`config.mk`:
```
export PLATFORM = sky130hd
export DESIGN_NAME = crc8_frame_checker_unit
export DESIGN_NICKNAME = d
export VERILOG_FILES = /design/src/rtl/crc8fc_pkg.sv /design/src/rtl/crc8fc_front.sv /design/src/rtl/crc8fc_queue.sv /design/src/rtl/crc8fc_back.sv /design/src/rtl/crc8_frame_checker_unit.sv
export VERILOG_INCLUDE_DIRS = /design/src /design/src/rtl
export SDC_FILE = /design/constraint.sdc
export NUM_CORES = 1
export LEC_CHECK = 0
export BUFFER_PORTS_ARGS = -buffer_cell sky130_fd_sc_hd__buf_2
export CORE_ASPECT_RATIO = 1.1
export CORE_MARGIN = 1.5
export CORE_UTILIZATION = 55
export CTS_CLUSTER_DIAMETER = 80
export DETAILED_ROUTE_END_ITERATION = 12
export PLACE_DENSITY_LB_ADDON = 0.1
export SLEW_MARGIN = 20
export SYNTH_ARGS = -nofsm -noshare
export SYNTH_HDL_FRONTEND = slang
export SYNTH_HIERARCHICAL = 1
export SYNTH_SLANG_ARGS = --single-unit
```
`constraint.sdc`:
```
create_clock -name clk -period 3.7 [get_ports clk]
set_clock_uncertainty 0.1 [all_clocks]
set_input_delay 0.74 -clock clk [delete_from_list [all_inputs] [get_ports clk]]
set_output_delay 0.74 -clock clk [all_outputs]
set_load 0.01 [all_outputs]
```
`src/rtl/crc8_frame_checker_unit_macros.svh`:
```
// Assertion macros for the CRC-8 frame checker.
// Used by the top level; needs clk and rst_n in scope.
`ifndef CRC8_FRAME_CHECKER_UNIT_MACROS_SVH
`define CRC8_FRAME_CHECKER_UNIT_MACROS_SVH

// Check that cond holds in any cycle where trig holds.
`define CRC8FC_ASSERT_NOW(label, trig, cond) \
    label: assert property (@(posedge clk) disable iff (!rst_n) (trig) |-> (cond)) \
        else $error("crc8 frame checker assertion failed");

// Check that cond holds in the cycle after trig holds.
`define CRC8FC_ASSERT_NEXT(label, trig, cond) \
    label: assert property (@(posedge clk) disable iff (!rst_n) (trig) |=> (cond)) \
        else $error("crc8 frame checker assertion failed");

`endif

```
`src/rtl/crc8fc_pkg.sv`:
```
// Shared types, constants and the CRC step for the CRC-8 frame checker.
// No dependencies.
`timescale 1ns / 1ps
package crc8fc_pkg;

    localparam int FRAME_BYTES_DEF = 8;
    localparam int NUM_W           = 16;
    localparam int DESC_CNT_W      = 6;
    localparam int QUEUE_DEPTH     = 2;
    localparam int Q_PTR_W         = $clog2(QUEUE_DEPTH);
    localparam logic [7:0] CRC_POLY = 8'h07;
    localparam logic [7:0] CRC_TOP  = 8'h80;

    typedef struct packed {
        logic [7:0] frame_byte;
        logic       ends_frame;
    } item_t;

    typedef struct packed {
        logic [7:0]       data_byte;
        logic             data_valid;
        logic             last_of_frame;
        logic             crc_error;
        logic [NUM_W-1:0] frame_number;
    } result_t;

    typedef struct packed {
        logic                  bank;
        logic [DESC_CNT_W-1:0] count;
        logic                  crc_error;
        logic [NUM_W-1:0]      frame_number;
    } desc_t;

    typedef struct packed {
        logic valid;
        logic bank;
    } done_t;

    typedef struct packed {
        logic [1:0] busy;
        logic       wr_bank;
    } front_stat_t;

    typedef enum logic {
        BACK_IDLE,
        BACK_DATA
    } back_state_t;

    function automatic logic [7:0] crc8_update(input logic [7:0] crc, input logic [7:0] b);
        logic [7:0] c;
        c = crc ^ b;
        for (int k = 0; k < 8; k++)
        begin
            if ((c & CRC_TOP) != 8'd0)
                c = (c << 1) ^ CRC_POLY;
            else
                c = c << 1;
        end
        return c;
    endfunction

endpackage

```
`src/rtl/crc8fc_front.sv`:
```
// Front end: accepts frame words, runs the CRC, writes payload banks, queues frames.
// Depends on crc8fc_pkg.
`timescale 1ns / 1ps
module crc8fc_front
    import crc8fc_pkg::*;
#(
    parameter int FRAME_BYTES = FRAME_BYTES_DEF,
    parameter int CNT_W       = $clog2(FRAME_BYTES),
    parameter int ADDR_W      = CNT_W + 1
)
(
    input  logic              clk,
    input  logic              rst_n,
    input  logic              item_valid,
    output logic              item_ready,
    input  item_t             item,
    input  logic              q_full,
    output logic              q_push,
    output desc_t             q_wdata,
    output logic              wr_en,
    output logic [ADDR_W-1:0] wr_addr,
    output logic [7:0]        wr_data,
    input  done_t             done,
    output front_stat_t       stat
);

    logic [7:0]       crc_reg, crc_next;
    logic [CNT_W-1:0] cnt_reg, cnt_next;
    logic [NUM_W-1:0] num_reg, num_next;
    logic             bank_reg, bank_next;
    logic [1:0]       busy_reg, busy_next;
    logic             accept;
    logic             is_end;

    assign item_ready = !busy_reg[bank_reg] && !q_full;
    assign accept     = item_valid && item_ready;
    assign is_end     = item.ends_frame || (cnt_reg == CNT_W'(FRAME_BYTES - 1));

    assign wr_en   = accept && !is_end;
    assign wr_addr = {bank_reg, cnt_reg};
    assign wr_data = item.frame_byte;

    assign q_push                = accept && is_end;
    assign q_wdata.bank          = bank_reg;
    assign q_wdata.count         = DESC_CNT_W'(cnt_reg);
    assign q_wdata.crc_error     = (item.frame_byte != crc_reg);
    assign q_wdata.frame_number  = num_reg;

    assign stat.busy    = busy_reg;
    assign stat.wr_bank = bank_reg;

    always_comb
    begin
        crc_next  = crc_reg;
        cnt_next  = cnt_reg;
        num_next  = num_reg;
        bank_next = bank_reg;
        busy_next = busy_reg;
        if (done.valid)
            busy_next[done.bank] = 1'b0;
        if (wr_en)
        begin
            crc_next = crc8_update(crc_reg, item.frame_byte);
            cnt_next = cnt_reg + 1'b1;
        end
        if (q_push)
        begin
            crc_next            = 8'd0;
            cnt_next            = '0;
            num_next            = num_reg + 1'b1;
            bank_next           = !bank_reg;
            busy_next[bank_reg] = 1'b1;
        end
    end

    always_ff @(posedge clk or negedge rst_n)
    begin
        if (!rst_n)
        begin
            crc_reg  <= 8'd0;
            cnt_reg  <= '0;
            num_reg  <= '0;
            bank_reg <= 1'b0;
            busy_reg <= 2'b00;
        end
        else
        begin
            crc_reg  <= crc_next;
            cnt_reg  <= cnt_next;
            num_reg  <= num_next;
            bank_reg <= bank_next;
            busy_reg <= busy_next;
        end
    end

endmodule

```
`src/rtl/crc8fc_queue.sv`:
```
// Two-entry frame descriptor queue between front and back.
// Depends on crc8fc_pkg.
`timescale 1ns / 1ps
module crc8fc_queue
    import crc8fc_pkg::*;
(
    input  logic  clk,
    input  logic  rst_n,
    input  logic  push,
    input  desc_t wdata,
    input  logic  pop,
    output desc_t rdata,
    output logic  empty,
    output logic  full
);

    desc_t                entry_reg [QUEUE_DEPTH];
    logic [Q_PTR_W-1:0]   rd_ptr_reg, rd_ptr_next;
    logic [Q_PTR_W-1:0]   wr_ptr_reg, wr_ptr_next;
    logic [Q_PTR_W:0]     count_reg, count_next;

    assign rdata = entry_reg[rd_ptr_reg];
    assign empty = (count_reg == '0);
    assign full  = (count_reg == (Q_PTR_W + 1)'(QUEUE_DEPTH));

    always_comb
    begin
        rd_ptr_next = pop  ? rd_ptr_reg + 1'b1 : rd_ptr_reg;
        wr_ptr_next = push ? wr_ptr_reg + 1'b1 : wr_ptr_reg;
        count_next  = count_reg;
        if (push && !pop)
            count_next = count_reg + 1'b1;
        else if (pop && !push)
            count_next = count_reg - 1'b1;
    end

    always_ff @(posedge clk or negedge rst_n)
    begin
        if (!rst_n)
        begin
            rd_ptr_reg <= '0;
            wr_ptr_reg <= '0;
            count_reg  <= '0;
        end
        else
        begin
            rd_ptr_reg <= rd_ptr_next;
            wr_ptr_reg <= wr_ptr_next;
            count_reg  <= count_next;
        end
    end

    always_ff @(posedge clk)
    begin
        if (push)
            entry_reg[wr_ptr_reg] <= wdata;
    end

endmodule

```
`src/rtl/crc8fc_back.sv`:
```
// Back end: holds the payload banks, drains queued frames into the result register.
// Depends on crc8fc_pkg.
`timescale 1ns / 1ps
module crc8fc_back
    import crc8fc_pkg::*;
#(
    parameter int FRAME_BYTES = FRAME_BYTES_DEF,
    parameter int CNT_W       = $clog2(FRAME_BYTES),
    parameter int ADDR_W      = CNT_W + 1
)
(
    input  logic              clk,
    input  logic              rst_n,
    input  logic              wr_en,
    input  logic [ADDR_W-1:0] wr_addr,
    input  logic [7:0]        wr_data,
    input  logic              q_empty,
    input  desc_t             q_rdata,
    output logic              q_pop,
    output done_t             done,
    output logic              result_valid,
    input  logic              result_ready,
    output result_t           result
);

    logic [7:0]       mem [2**ADDR_W];
    back_state_t      state_reg, state_next;
    logic [CNT_W-1:0] idx_reg, cnt_reg;
    logic             bank_reg;
    logic [NUM_W-1:0] num_reg, pend_num_reg;
    logic             pend_reg, pend_next, pend_last_reg;
    logic [7:0]       rdata_reg;
    logic             out_valid_reg, out_valid_next;
    result_t          out_reg;
    logic             out_free, load, issue, last_issue, single, single_load;

    assign out_free = !out_valid_reg || result_ready;
    assign load     = pend_reg && out_free;
    assign single   = q_rdata.crc_error || (q_rdata.count == '0);

    always_comb
    begin
        state_next = state_reg;
        unique case (state_reg)
            BACK_IDLE:
            begin
                if (q_pop && !single)
                    state_next = BACK_DATA;
            end
            BACK_DATA:
            begin
                if (last_issue)
                    state_next = BACK_IDLE;
            end
            default: state_next = BACK_IDLE;
        endcase
    end

    always_comb
    begin
        q_pop      = 1'b0;
        issue      = 1'b0;
        last_issue = 1'b0;
        unique case (state_reg)
            BACK_IDLE:
            begin
                q_pop = !q_empty && (!single || (!pend_reg && out_free));
            end
            BACK_DATA:
            begin
                issue      = !pend_reg || load;
                last_issue = issue && (idx_reg == cnt_reg - 1'b1);
            end
            default: ;
        endcase
        single_load = q_pop && single;
        done.valid  = single_load || last_issue;
        done.bank   = single_load ? q_rdata.bank : bank_reg;
    end

    assign pend_next      = issue ? 1'b1 : (load ? 1'b0 : pend_reg);
    assign out_valid_next = (single_load || load) ? 1'b1
                          : (result_ready ? 1'b0 : out_valid_reg);

    always_ff @(posedge clk or negedge rst_n)
    begin
        if (!rst_n)
        begin
            state_reg     <= BACK_IDLE;
            pend_reg      <= 1'b0;
            out_valid_reg <= 1'b0;
        end
        else
        begin
            state_reg     <= state_next;
            pend_reg      <= pend_next;
            out_valid_reg <= out_valid_next;
        end
    end

    always_ff @(posedge clk)
    begin
        if (wr_en)
            mem[wr_addr] <= wr_data;
        if (issue)
            rdata_reg <= mem[{bank_reg, idx_reg}];
    end

    always_ff @(posedge clk)
    begin
        if (q_pop)
        begin
            bank_reg <= q_rdata.bank;
            cnt_reg  <= q_rdata.count[CNT_W-1:0];
            num_reg  <= q_rdata.frame_number;
            idx_reg  <= '0;
        end
        else if (issue)
            idx_reg <= idx_reg + 1'b1;
        if (issue)
        begin
            pend_last_reg <= last_issue;
            pend_num_reg  <= num_reg;
        end
        if (single_load)
        begin
            out_reg.data_byte     <= 8'd0;
            out_reg.data_valid    <= 1'b0;
            out_reg.last_of_frame <= 1'b1;
            out_reg.crc_error     <= q_rdata.crc_error;
            out_reg.frame_number  <= q_rdata.frame_number;
        end
        else if (load)
        begin
            out_reg.data_byte     <= rdata_reg;
            out_reg.data_valid    <= 1'b1;
            out_reg.last_of_frame <= pend_last_reg;
            out_reg.crc_error     <= 1'b0;
            out_reg.frame_number  <= pend_num_reg;
        end
    end

    assign result_valid = out_valid_reg;
    assign result       = out_reg;

endmodule

```
`src/rtl/crc8_frame_checker_unit.sv`:
```
// Top level of the CRC-8 frame checker: front end, descriptor queue, back end.
// Depends on crc8fc_pkg, crc8fc_front, crc8fc_queue, crc8fc_back and the macro header.
//
// Channel   Handshake                    Word
// item      item_valid / item_ready      item_t   (frame_byte, ends_frame)
// result    result_valid / result_ready  result_t (data_byte .. frame_number)
//
// Input takes one word per cycle while a payload bank is free and the queue has room.
// Each passing frame drains at one result per cycle while result_ready allows, paced by the
// single read port of the payload memory; failed or empty frames give one result.
// Two payload banks: input stalls only when both hold frames not yet drained.
// Reset clears counters, CRC, bank flags, queue and result valid; no clearing pass.
`timescale 1ns / 1ps
`include "crc8_frame_checker_unit_macros.svh"
module crc8_frame_checker_unit
    import crc8fc_pkg::*;
#(
    parameter int FRAME_BYTES = FRAME_BYTES_DEF
)
(
    input  logic    clk,
    input  logic    rst_n,
    input  logic    item_valid,
    output logic    item_ready,
    input  item_t   item,
    output logic    result_valid,
    input  logic    result_ready,
    output result_t result
);

    localparam int CNT_W  = $clog2(FRAME_BYTES);
    localparam int ADDR_W = CNT_W + 1;

    logic              q_push, q_pop, q_empty, q_full;
    desc_t             q_wdata, q_rdata;
    logic              wr_en;
    logic [ADDR_W-1:0] wr_addr;
    logic [7:0]        wr_data;
    done_t             done;
    front_stat_t       stat;

    crc8fc_front #(
        .FRAME_BYTES (FRAME_BYTES),
        .CNT_W       (CNT_W),
        .ADDR_W      (ADDR_W)
    ) u_front (
        .clk        (clk),
        .rst_n      (rst_n),
        .item_valid (item_valid),
        .item_ready (item_ready),
        .item       (item),
        .q_full     (q_full),
        .q_push     (q_push),
        .q_wdata    (q_wdata),
        .wr_en      (wr_en),
        .wr_addr    (wr_addr),
        .wr_data    (wr_data),
        .done       (done),
        .stat       (stat)
    );

    crc8fc_queue u_queue (
        .clk   (clk),
        .rst_n (rst_n),
        .push  (q_push),
        .wdata (q_wdata),
        .pop   (q_pop),
        .rdata (q_rdata),
        .empty (q_empty),
        .full  (q_full)
    );

    crc8fc_back #(
        .FRAME_BYTES (FRAME_BYTES),
        .CNT_W       (CNT_W),
        .ADDR_W      (ADDR_W)
    ) u_back (
        .clk          (clk),
        .rst_n        (rst_n),
        .wr_en        (wr_en),
        .wr_addr      (wr_addr),
        .wr_data      (wr_data),
        .q_empty      (q_empty),
        .q_rdata      (q_rdata),
        .q_pop        (q_pop),
        .done         (done),
        .result_valid (result_valid),
        .result_ready (result_ready),
        .result       (result)
    );

    `CRC8FC_ASSERT_NOW(a_push_has_room, q_push, !q_full)
    `CRC8FC_ASSERT_NOW(a_pop_has_entry, q_pop, !q_empty)
    `CRC8FC_ASSERT_NOW(a_done_bank_busy, done.valid, stat.busy[done.bank])
    `CRC8FC_ASSERT_NEXT(a_push_marks_busy, q_push, stat.busy[$past(stat.wr_bank)])

endmodule

```
## Word-level counts from Yosys, hierarchy flattened

Memories as Yosys holds them, arrays and structs flattened. A register that Yosys moved wholly into a read port is not among the register bits.
Index checks and enable logic that the tools add are counted.

- Add/sub/neg operators: 8
- Multiply operators: 0
- Divide/modulo/power cells: 0
- $lt $le $gt $ge: 4
- Eq/ne operators: 4
- Shift operators: 0
- Mux-type cells: 46
- Bitwise logic cells: 13
- Reduce and logical (&&, ||, !) cells: 38

Operator list:

| cell | number |
|---|---|
| 8-bit 2-to-1 mux | 9 |
| 17-bit 2-to-1 mux | 2 |
| 3-bit 2-to-1 mux | 10 |
| 3-bit NOT | 8 |
| 1-bit 2-to-1 mux | 18 |
| 16-bit by 1-bit adder with 16-bit output, second input constant | 1 |
| 1-bit logical AND | 14 |
| 1-bit logical NOT | 10 |
| 2-bit nonzero test | 5 |
| 2-bit 2-to-1 mux | 4 |
| 8-bit != test | 1 |
| 8-bit bitwise XOR | 1 |
| 1-bit logical OR | 7 |
| 3-bit by 1-bit adder with 3-bit output, second input constant | 2 |
| 6-bit logical NOT | 1 |
| 1-bit by 2-bit < comparator with 1-bit output, second input constant | 2 |
| 3-bit == test | 1 |
| 3-bit == test, second input constant | 1 |
| 3-bit by 1-bit subtractor with 3-bit output, second input constant | 1 |
| 1-bit adder, second input constant | 2 |
| 2-bit by 1-bit adder with 2-bit output, second input constant | 1 |
| 2-bit AND | 1 |
| 1-bit demux with 1-bit select | 2 |
| 2-bit == test, second input constant | 1 |
| other kinds (7) | 8 |

- Register bits: 104
- Bits in latches: 0
- Bits in writable memories: 170
- Bits in read-only memories: 0
- Input bits: 13
- Word-level logic and storage cells: 137
- Memories kept: 2

Memory list:

| memory | words | bits a word | rd ports | clocked after memory_dff | wr ports | RTL line | text |
|---|---|---|---|---|---|---|---|
| u_back.mem | 16 | 8 | 1 | 1 | 1 | crc8fc_back.sv:26 | `logic [7:0] mem [2**ADDR_W];` |
| u_queue.entry_reg | 2 | 21 | 1 | 0 | 1 | crc8fc_queue.sv:17 | `desc_t entry_reg [QUEUE_DEPTH];` |

## Depth between registers and ports, before layout

Gate-level depths: netlist of run 1.

- Depth after elaboration: 29
- Gate-level depth with buffers: 11

## By module

The synthesis of run 1 kept the hierarchy.

Modules (own cells, without submodules):

| module | times used | cells an instance | area each (um2) |
|---|---|---|---|
| crc8fc_back | 1 | 389 | 7748.7 |
| crc8fc_queue | 1 | 91 | 2020.7 |
| crc8fc_front | 1 | 170 | 1824.2 |

## Worst setup path after synthesis of run 1

Ideal clock, no wire load.

- Path type: reg-to-reg
- From: reg u_front.cnt_reg[0]
- To: mem u_back.mem[0][0], enable pin
- Library setup time: 383 ps
- Data arrival time: 2615 ps
- Slack: 602 ps
- Cell stages (with the launch flop): 8
- Cell sequence: dfrtp_1 -> ha_1 -> ha_1 -> nor4b_1 -> nand2_1 -> inv_1 -> or3b_2 -> nor3_1

- Word-level cells in the longest chain between the ends: 6

Ends and longest elaborated chain:

| what | RTL line | text |
|---|---|---|
| start, declared | crc8fc_front.sv:28 | `logic [CNT_W-1:0] cnt_reg, cnt_next;` |
| start signal, assigned | crc8fc_front.sv:89 | `cnt_reg <= cnt_next;` |
| 3-bit == test | crc8fc_front.sv:37 | `assign is_end = item.ends_frame \|\| (cnt_reg == CNT_W'(FRAME_BYTES - 1));` |
| 1-bit logical OR | crc8fc_front.sv:37 |  |
| 1-bit logical NOT | crc8fc_front.sv:39 | `assign wr_en = accept && !is_end;` |
| 1-bit logical AND | crc8fc_front.sv:39 |  |
| via wr_en | crc8_frame_checker_unit.sv:36 | `logic wr_en;` |
| 1-bit 2-to-1 mux | crc8fc_back.sv:103 | `if (wr_en)` |
| 1-bit 2-to-1 mux (implied by the code) | crc8fc_back.sv:104 | `mem[wr_addr] <= wr_data;` |
| end, declared | crc8fc_back.sv:26 |  |

The timed path passes the listed nets, and every way through them passes these cells.

## Final worst setup path of run 1

- From: reg u_front.cnt_reg[1]
- To: mem u_back.mem[1][5], enable pin

Same word-level chain as after synthesis.

==> key figures, run 1 <==
Timing
  – Pins over their slew limit: 0
  – Fin. Hold Viols: 0
  – Worst setup margin: around 0.37 ns
  – Finish-stage setup viols: 0
  – Worst-margin pin slew: about 0.92 ns
  – Max Clock Freq: around 300 MHz
  – Rel. slew slack: about two fifths
  – Final Cycle Share: approximately 90%
  – Post-Route Setup TNS: 0 ns
  – Tmin final: 3.33 ns
  – RSZ-0062 raised after global routing: no

Floorplanning
  – DIE AREA: ~22000 sq um
  – Core Region: ~21000 sq um
  – Die height: roughly 160 microns
  – Starting Density: 56.1%
  – Die W: roughly 140 microns
  – I/O pins: between 40 and 50
  – Row count: 55

Placed design
  – GPL Wtd Cong: roughly 0.78
  – Post-DP HPWL: ~14000 microns
  – Area after DPL: between 10000 and 15000 sq um
  – Setup Slack @ Placement: roughly 0.38 ns
  – Number of port buffers: slightly above 40

Worst setup path
  – CP startpoint kind: flip-flop
  – Worst Path Arrival: 3.40 ns
  – CP most frequent cell: ha_1
  – Worst path max stage delay: 0.51 ns
  – CP Launch Point: u_front/cnt_reg[1]
  – CP required: between 3 and 4 ns
  – Critical Path Slowest Stage Cell: or3b_2
  – Reg2reg start: u_front/cnt_reg[1]
  – Crit end category: flip-flop
  – FF-to-FF setup slack: between 0.3 and 0.4 ns
  – CP Cell Sequence: ha_1, ha_1, nor4b_1, nand2_1, inv_1, or3b_2, nor2_1
  – Setup Crit Path Kind: flip-flop to flip-flop
  – Crit-path max FO: 11

Cells and area
  – Antenna Cells: 0
  – Synth-to-Final Area Change: 11.6%
  – Filler cell count: approximately 1500
  – Post-layout nets: 731
  – Multi-input logic area: slightly below 3000 sq um
  – Final Instance Area: 12900 sq um
  – Register area: approximately 8300 sq um
  – Layout cell share with drive strength beyond 1: a little over a quarter
  – Max reg flops: about 130

Run status
  – Status: finished clean

Synth
  – Cells after synthesis: about 650
  – Ys Warns: 6
  – Avg Inst Size Synth: 17.9 sq um
  – Post-Syn Area: 11600 sq um

GRT
  – First-pass GRT wire length: roughly 32000 microns
  – Pin count of the biggest net entering global routing: 38
  – Met2 usage: a little under a third
  – Met1 Use GR: between 20% and 30%
  – Gr ovfl total: 0
  – Global-route usage over all layers: between 10% and 20%
  – Antenna violations before repair: 0
  – Layer with the highest usage: met2
  – GRT met3 Usage: roughly 2.8%
  – Vias in the first global route: approximately 5700

Detailed routing
  – Via count: about 5600
  – TritonRoute pass-1 iters: 4
  – Initial drt markers: 376
  – Via density: between 5 and 6
  – Detail Route Antenna Nets: 0
  – WL final: between 20000 and 25000 microns
  – DRC viols: 0
  – Routed length per instance: around 21 microns

Clock tree
  – CTS root buf: clkbuf_16
  – CTS tree: yes
  – Clk pin slew, worst setup/hold paths: roughly 0.060 ns
  – Post-CTS sizing: 0
  – Clock buffer depth: 3
  – H-tree levels: 1
  – Total CTS buffers: 29
  – Postcts setup bufs: 0
  – Clk sink count: approximately 290
  – Clk Latency, worst-skew pair: between 0.5 and 0.6 ns
  – Post-CTS Hold Fix Bufs: 0

Worst hold path
  – HP Class: primary input to asynchronous set/reset pin

Job
  – Max cap viols: 0

Power
  – P per Cell Area: about 730 nW/um^2
  – Power, Total: 9.41 mW
  – Leakage: roughly 4.7 nW
  – VDD IR max: around 0.45 mV
final timing paths:
kind                            depth (start not counted)                      to
min in group clk                                        0  u_back/pend_num_reg[7]
worst min-delay path                                    1      u_front/num_reg[2]
max in group asynchronous                               1     u_front/num_reg[11]
worst min register to register                          0  u_back/pend_num_reg[7]
worst max-delay path                                    7        u_back/mem[1][5]
worst max register to register                          7        u_back/mem[1][5]
area by class of cell:
class,count,area share (%)
flip-flops and latches,288,64.4
multi-input cells,315,22.7
clock buffers,37,6.16
repair buffers,63,2.86
well taps,256,2.48
clock inverters,15,0.996
inverters,12,0.348
per-layer routing:
layer | part of all wire, % | wire length, microns | vias up
li1 | - | - | 2582
met1 | 47 | 9670 | 2851
met2 | 47 | 9760 | 119
met3 | 4.5 | 932 | 19
met4 | 0.97 | 199 | 0
met5 | 0 | 0 | -
layout by cell type, fill, tap and decap left out, types with 5 or more instances in the layout:
cell         n
edfxtp_1   238
buf_2       41
nand2_1     40
dfrtp_1     37
mux4_2      32
clkbuf_16   30
xnor2_1     29
nor2_1      28
mux2_4      27
nand3_1     24
buf_4       22
mux2_2      16
a22oi_1     16
a21oi_1     14
inv_1       12
dfxtp_1     12
xor2_1      11
ha_1         9
clkinv_2     7
nand4_1      7
o21ai_0      6
clkbuf_1     5
nand2b_1     5
through the flow:
stage	util (%)	std cells	hold WS (ns)
floorplan	-	651	0.300
global placement	58.2	934	0.301
detailed placement	58.2	934	0.305
CTS	62.6	986	0.257
global route	62.6	986	0.295
finish	62.6	986	0.247
worst max-delay path: cells and delay by family, from the launching register on:
family | cells | cell delay (ns)
buffers and inverters | 1 | 0.17
and+or+nand+nor | 4 | 1.73
adders and majority gates | 2 | 0.48
DFF | 1 | 0.49
power by group:
part | internal [mW] | switching, mW | total (mW)
clock | 1.65 | 1.16 | 2.81
sequential | 4.07 | 0.362 | 4.43
combinational | 1.06 | 1.11 | 2.16
Note: power is estimated with default switching activity, not from simulation.
==> inputs of run 2 (changes only) <==
--- a/config.mk
+++ b/config.mk
@@ -7,7 +7,7 @@
 export NUM_CORES = 1
 export LEC_CHECK = 0
 export BUFFER_PORTS_ARGS = -buffer_cell sky130_fd_sc_hd__buf_2
-export CORE_ASPECT_RATIO = 1.1
+export CORE_ASPECT_RATIO = 0.75
 export CORE_MARGIN = 1.5
 export CORE_UTILIZATION = 55
 export CTS_CLUSTER_DIAMETER = 80
==> constraint.sdc (replaced) <==
create_clock -name clk -period 3.6 [get_ports clk]
set_clock_uncertainty 0.1 [all_clocks]
set_input_delay 0.72 -clock clk [delete_from_list [all_inputs] [get_ports clk]]
set_output_delay 0.72 -clock clk [all_outputs]
set_load 0.01 [all_outputs]
==> run 2 against run 1 <==
  * Via count increased by 2.4%
  * Flip-flop and latch count unchanged
  * Worst setup slack improved by 0.19 ns
  * Largest cell class unchanged
  * Sequential share of layout area about the same
  * Global-route usage increased by 1.1 points
  * Core utilization increased by 0.68 points
  * Largest power group unchanged
==> key figures, run 2 (synthesized netlist as in run 1, its figures left out) <==
Cells and area
  – Most common cell after layout, fill and taps aside: edfxtp_1
  – Layout cell share with drive strength beyond 1: a little over a quarter
  – Final Instance Area: between 10000 and 15000 sq um
  – Synth-to-Final Area Change: 11.7%
  – Filler cell count: 1454
  – Antenna Cells: 0
  – Post-layout nets: around 730
  – Max reg flops: approximately 130
  – Most frequent cells in the layout: 238 x edfxtp_1, 41 x buf_2, 40 x nand2_1, 37 x dfrtp_1, 32 x mux4_2

Clock tree
  – Postcts setup bufs: 0
  – Post-CTS sizing: 0
  – CTS root buf: clkbuf_16
  – Clk sink count: 288
  – H-tree levels: 1
  – Total CTS buffers: 27
  – Post-CTS Hold Fix Bufs: 0
  – Clock buffer depth: 3
  – Clk pin slew, worst setup/hold paths: ~0.060 ns
  – CTS tree: yes
  – Clk Latency, worst-skew pair: 0.52 ns

Worst setup path
  – Worst Path Arrival: 3.17 ns
  – FF-to-FF setup slack: 0.55 ns
  – Reg2reg start: u_front/cnt_reg[0]
  – Crit end category: flip-flop
  – Crit-path max FO: 8
  – CP Launch Point: u_front/cnt_reg[0]
  – CP required: ~3.7 ns
  – CP startpoint kind: flip-flop
  – Setup Crit Path Kind: flip-flop to flip-flop
  – R2R cell count: 8
  – Worst flop-to-flop path endpoint: u_back/mem[0][4]

Placed design
  – GPL Wtd Cong: between 0.8 and 0.9
  – Number of port buffers: 41
  – Area after DPL: ~12000 sq um
  – Post-DP HPWL: 14100 microns

Floorplanning
  – Die W: 171 microns
  – Row count: 45
  – DIE AREA: approximately 22000 sq um
  – I/O pins: 42
  – Core Region: 20400 sq um
  – Starting Density: approximately 57%
  – Die height: 129 microns

Timing
  – Pins over their slew limit: 0
  – Rel. slew slack: between 40% and 50%
  – Post-Route Setup TNS: 0 ns
  – Final Cycle Share: around 85%
  – Fin. Hold Viols: 0
  – Tmin final: a little over 3 ns
  – RSZ-0062 raised after global routing: no
  – Finish-stage setup viols: 0
  – Max Clock Freq: 328 MHz
  – Worst-margin pin slew: about 0.89 ns

Detailed routing
  – Routed length per instance: 21.0 microns
  – WL final: ~21000 microns
  – Via count: about 5700
  – Via density: ~5.6
  – TritonRoute pass-1 iters: 5
  – Detail Route Antenna Nets: 0
  – Initial drt markers: around 450
  – DRC viols: 0

Power
  – VDD IR max: 0.519 mV
  – P per Cell Area: about 740 nW/um^2
  – Leakage: roughly 4.7 nW

Job
  – Max cap viols: 0

GRT
  – Vias in the first global route: roughly 5600
  – First-pass GRT wire length: around 33000 microns
  – Pin count of the biggest net entering global routing: 38
  – Antenna violations before repair: 0
  – Gr ovfl total: 0
  – Global-route usage over all layers: between 20% and 30%

Worst hold path
  – HP Class: primary input to asynchronous set/reset pin

Run status
  – Status: finished clean
-- run 2: cell types whose count changed in the layout (fill, tap and decap cells not counted) --
cell        previous run  this run
buf_12                 0         1
clkinv_1               3         6
clkbuf_1               5         2
clkbuf_8               2         0
clkinvlp_4             3         0
clkbuf_16             30        27
buf_4                 22        23
clkinv_4               0         1
bufinv_16              2         4
clkinv_2               7         8
-- run 2: final cells by class --
class / instances / area [sq um] / area share [%]
clock inverters: 19 / 191 / 1.48
flip-flops and latches: 288 / 8330 / 64.4
repair buffers: 65 / 398 / 3.07
well taps: 282 / 353 / 2.73
clock buffers: 29 / 683 / 5.28
multi-input cells: 315 / 2940 / 22.7
inverters: 12 / 45.0 / 0.348
-- run 2: worst max path at each step --
stage          depth (start not counted)  slack (ns)          endpoint
2_1_floorplan                          7        0.50  u_back/mem[0][0]
3_3_place_gp                           8        0.64  u_back/mem[0][6]
3_5_place_dp                           8        0.56  u_back/mem[0][7]
4_1_cts                                8        0.54  u_back/mem[0][4]
5_1_grt                                8        0.23  u_back/mem[2][1]
6_report                               8        0.55  u_back/mem[0][4]
-- run 2: per-stage QoR --
| step | hold slack, ns | power, mW | worst slack (ns) | util (%) | std cells |
|---|---|---|---|---|---|
| after floorplan | 0.300 | 6.31 | 0.502 | - | 651 |
| after global placement | 0.301 | 6.85 | 0.638 | 59.0 | 962 |
| after detailed placement | 0.305 | 6.90 | 0.561 | 59.0 | 962 |
| after CTS | 0.244 | 9.71 | 0.542 | 63.3 | 1010 |
| after global routing | 0.302 | 10.1 | 0.228 | 63.3 | 1010 |
| final | 0.225 | 9.64 | 0.553 | 63.3 | 1010 |
-- run 2: where the power goes --
group / internal [mW] / leakage [nW] / switching, mW
logic: 1.10 / 1.51 / 1.18
clock network: 1.65 / 0.436 / 1.15
registers: 4.18 / 2.75 / 0.367
-- run 2: routing by layer --
layer / share of wire, % / global-route usage (%)
met5: 0 / 0
met4: 1.6 / 4.27
met3: 7.4 / 4.06
met2: 41 / 27.4
met1: 50 / 34.6
-- run 2: critical path, cell delays in order, from the launching register on --
cell,delay (ns)
dfrtp_1,0.38
ha_1,0.20
ha_1,0.24
nor4b_1,0.53
nand2_1,0.26
inv_1,0.17
or3b_2,0.52
nor3_1,0.15
buf_4,0.20
==> inputs of run 3 (changes only) <==
==> constraint.sdc (replaced) <==
create_clock -name clk -period 2.5 [get_ports clk]
set_clock_uncertainty 0.1 [all_clocks]
set_input_delay 0.5 -clock clk [delete_from_list [all_inputs] [get_ports clk]]
set_output_delay 0.5 -clock clk [all_outputs]
set_load 0.01 [all_outputs]
==> run 3 against run 2 <==
  * Core utilization rose by 1.4 points
  * Wire length down 0.24%
  * Highest routed layer unchanged
  * Worst setup slack got worse by 0.54 ns
==> key figures, run 3 (synthesized netlist as in run 1, its figures left out) <==
Clock tree
  – Total CTS buffers: 27
  – CTS root buf: clkbuf_16
  – Clock buffer depth: 3
  – Clk Latency, worst-skew pair: ~0.53 ns
  – Clk sink count: 288
  – CTS tree: yes
  – Clk pin slew, worst setup/hold paths: roughly 0.070 ns
  – H-tree levels: 1

Floorplanning
  – DIE AREA: approximately 22000 sq um
  – Row count: 45
  – Core Region: just over 20000 sq um
  – I/O pins: 42
  – Starting Density: between 50% and 60%
  – Die height: around 130 microns
  – Die W: 171 microns

Placed design
  – Post-DP HPWL: between 10000 and 15000 microns
  – GPL Wtd Cong: 0.857
  – Number of port buffers: 41
  – Area after DPL: about 12000 sq um

Timing
  – Rel. slew slack: between 50% and 60%
  – Post-Route Setup TNS: 0 ns
  – Finish-stage setup viols: 0
  – Tmin final: between 2 and 2.5 ns
  – Final Cycle Share: between 90% and 100%
  – RSZ-0062 raised after global routing: yes
  – Pins over their slew limit: 0
  – Worst-margin pin slew: 0.745 ns
  – Max Clock Freq: ~400 MHz
  – Fin. Hold Viols: 0

Worst setup path
  – CP required: ~2.6 ns
  – CP startpoint kind: flip-flop
  – Reg2reg start: u_front/cnt_reg[1]
  – CP most frequent cell: ha_4
  – Setup Crit Path Kind: flip-flop to flip-flop
  – Worst flop-to-flop path endpoint: u_back/mem[0][6]
  – CP Cell Sequence: ha_4, ha_4, nor4b_4, nand2_1, inv_2, or3b_4, nor3_4, buf_12
  – Critical Path Slowest Stage Cell: or3b_4
  – Crit end category: flip-flop
  – Crit-path max FO: 8
  – FF-to-FF setup slack: 0.01 ns
  – Worst Path Arrival: around 2.6 ns
  – Crit path capture: u_back/mem[0][6]
  – CP Launch Point: u_front/cnt_reg[1]
  – R2R cell count: 8
  – Worst path max stage delay: 0.45 ns

Job
  – Max cap viols: 0

GRT
  – Pin count of the biggest net entering global routing: 36
  – Vias in the first global route: approximately 5700
  – First-pass GRT wire length: between 30000 and 40000 microns
  – Global-route usage over all layers: 20.5%
  – Gr ovfl total: 0
  – Antenna violations before repair: 0

Cells and area
  – Synth-to-Final Area Change: 14.2%
  – Max reg flops: roughly 130
  – Post-layout nets: 754
  – Final Instance Area: 13200 sq um
  – Layout cell share with drive strength beyond 1: between 30 and 40%
  – Core Util, Final: between 60% and 70%
  – Most frequent cells in the layout: 238 x edfxtp_1, 41 x buf_2, 39 x nand2_1, 37 x buf_4, 36 x dfrtp_1
  – Most common cell after layout, fill and taps aside: edfxtp_1

Power
  – Power, Total: 13.8 mW
  – Leakage: roughly 4.8 nW
  – VDD IR max: 0.493 mV
  – P per Cell Area: about 1000 nW/um^2

Detailed routing
  – Via count: slightly below 6000
  – Detail Route Antenna Nets: 0
  – DRC viols: 0
  – Initial drt markers: between 500 and 600
  – TritonRoute pass-1 iters: 5
  – Routed length per instance: just over 20 microns
  – Via density: 5.60
  – WL final: around 21000 microns

Worst hold path
  – HP Class: primary input to flip-flop
  – Hold depth: 1

Run status
  – Status: finished clean
## run 3: changes by cell type in the layout (fill, tap and decap cells not counted), moves of 3 or more
cell,previous run,this run
nor2_4,0,3
buf_12,1,7
nor3_2,0,3
nor3_1,4,0
clkbuf_1,2,7
bufinv_16,4,1
nor2_1,28,25
buf_4,23,37
## run 3: final cells by class
cell class	count	area, sq um
inverter	12	45.0
clock inverter	13	90.1
tap	282	353
timing repair buffer	88	656
sequential	288	8340
multi-input combinational	315	3040
antenna	1	2.50
clock buffer	35	716
fill	1395	7200
## run 3: timing repair
action                                 CTS  global route
endpoints found under the hold margin   20             0
setup endpoints to repair                8            67
hold buffers                             1             0
setup buffers                            0             5
gates resized for setup                  0            10
pin swaps                                1             3
## run 3: how the worst min path moves through the flow
stage / from / to / slack [ns]
2_1_floorplan: rst_n / u_back/pend_reg / 0.10
3_3_place_gp: u_back/num_reg[13] / u_back/pend_num_reg[13] / 0.30
3_5_place_dp: u_back/num_reg[15] / u_back/pend_num_reg[15] / 0.30
4_1_cts: item[0] / u_front/crc_reg[5] / 0.28
5_1_grt: item[0] / u_front/crc_reg[5] / 0.29
6_report: item[8] / u_back/mem[5][7] / 0.29
## run 3: critical path, delay by kind of cell (launching register included)
family	cells	cell delay [ns]
and+or+nand+nor	4	1.10
buffers and inverters	2	0.23
DFF	1	0.42
adders and majority gates	2	0.35
## run 3: report_power, final
| group | internal [mW] | switching (mW) |
|---|---|---|
| Sequential | 6.03 | 0.429 |
| Combinational | 1.74 | 1.88 |
| Clock | 2.11 | 1.64 |
## run 3: per-stage QoR
stage | std cells | setup slack, ns | hold WS (ns)
2_1_floorplan | 651 | 0.0151 | 0.104
4_1_cts | 1028 | 0.0181 | 0.277
3_3_place_gp | 979 | 0.0888 | 0.301
3_5_place_dp | 979 | -0.0241 | 0.305
5_1_grt | 1033 | -0.0920 | 0.288
6_report | 1034 | 0.0146 | 0.291
## run 3: routing by layer
| layer | GRT usage (%) | share of wire, % |
|---|---|---|
| met5 | 0 | 0 |
| met4 | 4.79 | 1.8 |
| met3 | 3.69 | 6.7 |
| met2 | 29.2 | 43 |
| met1 | 33.1 | 48 |
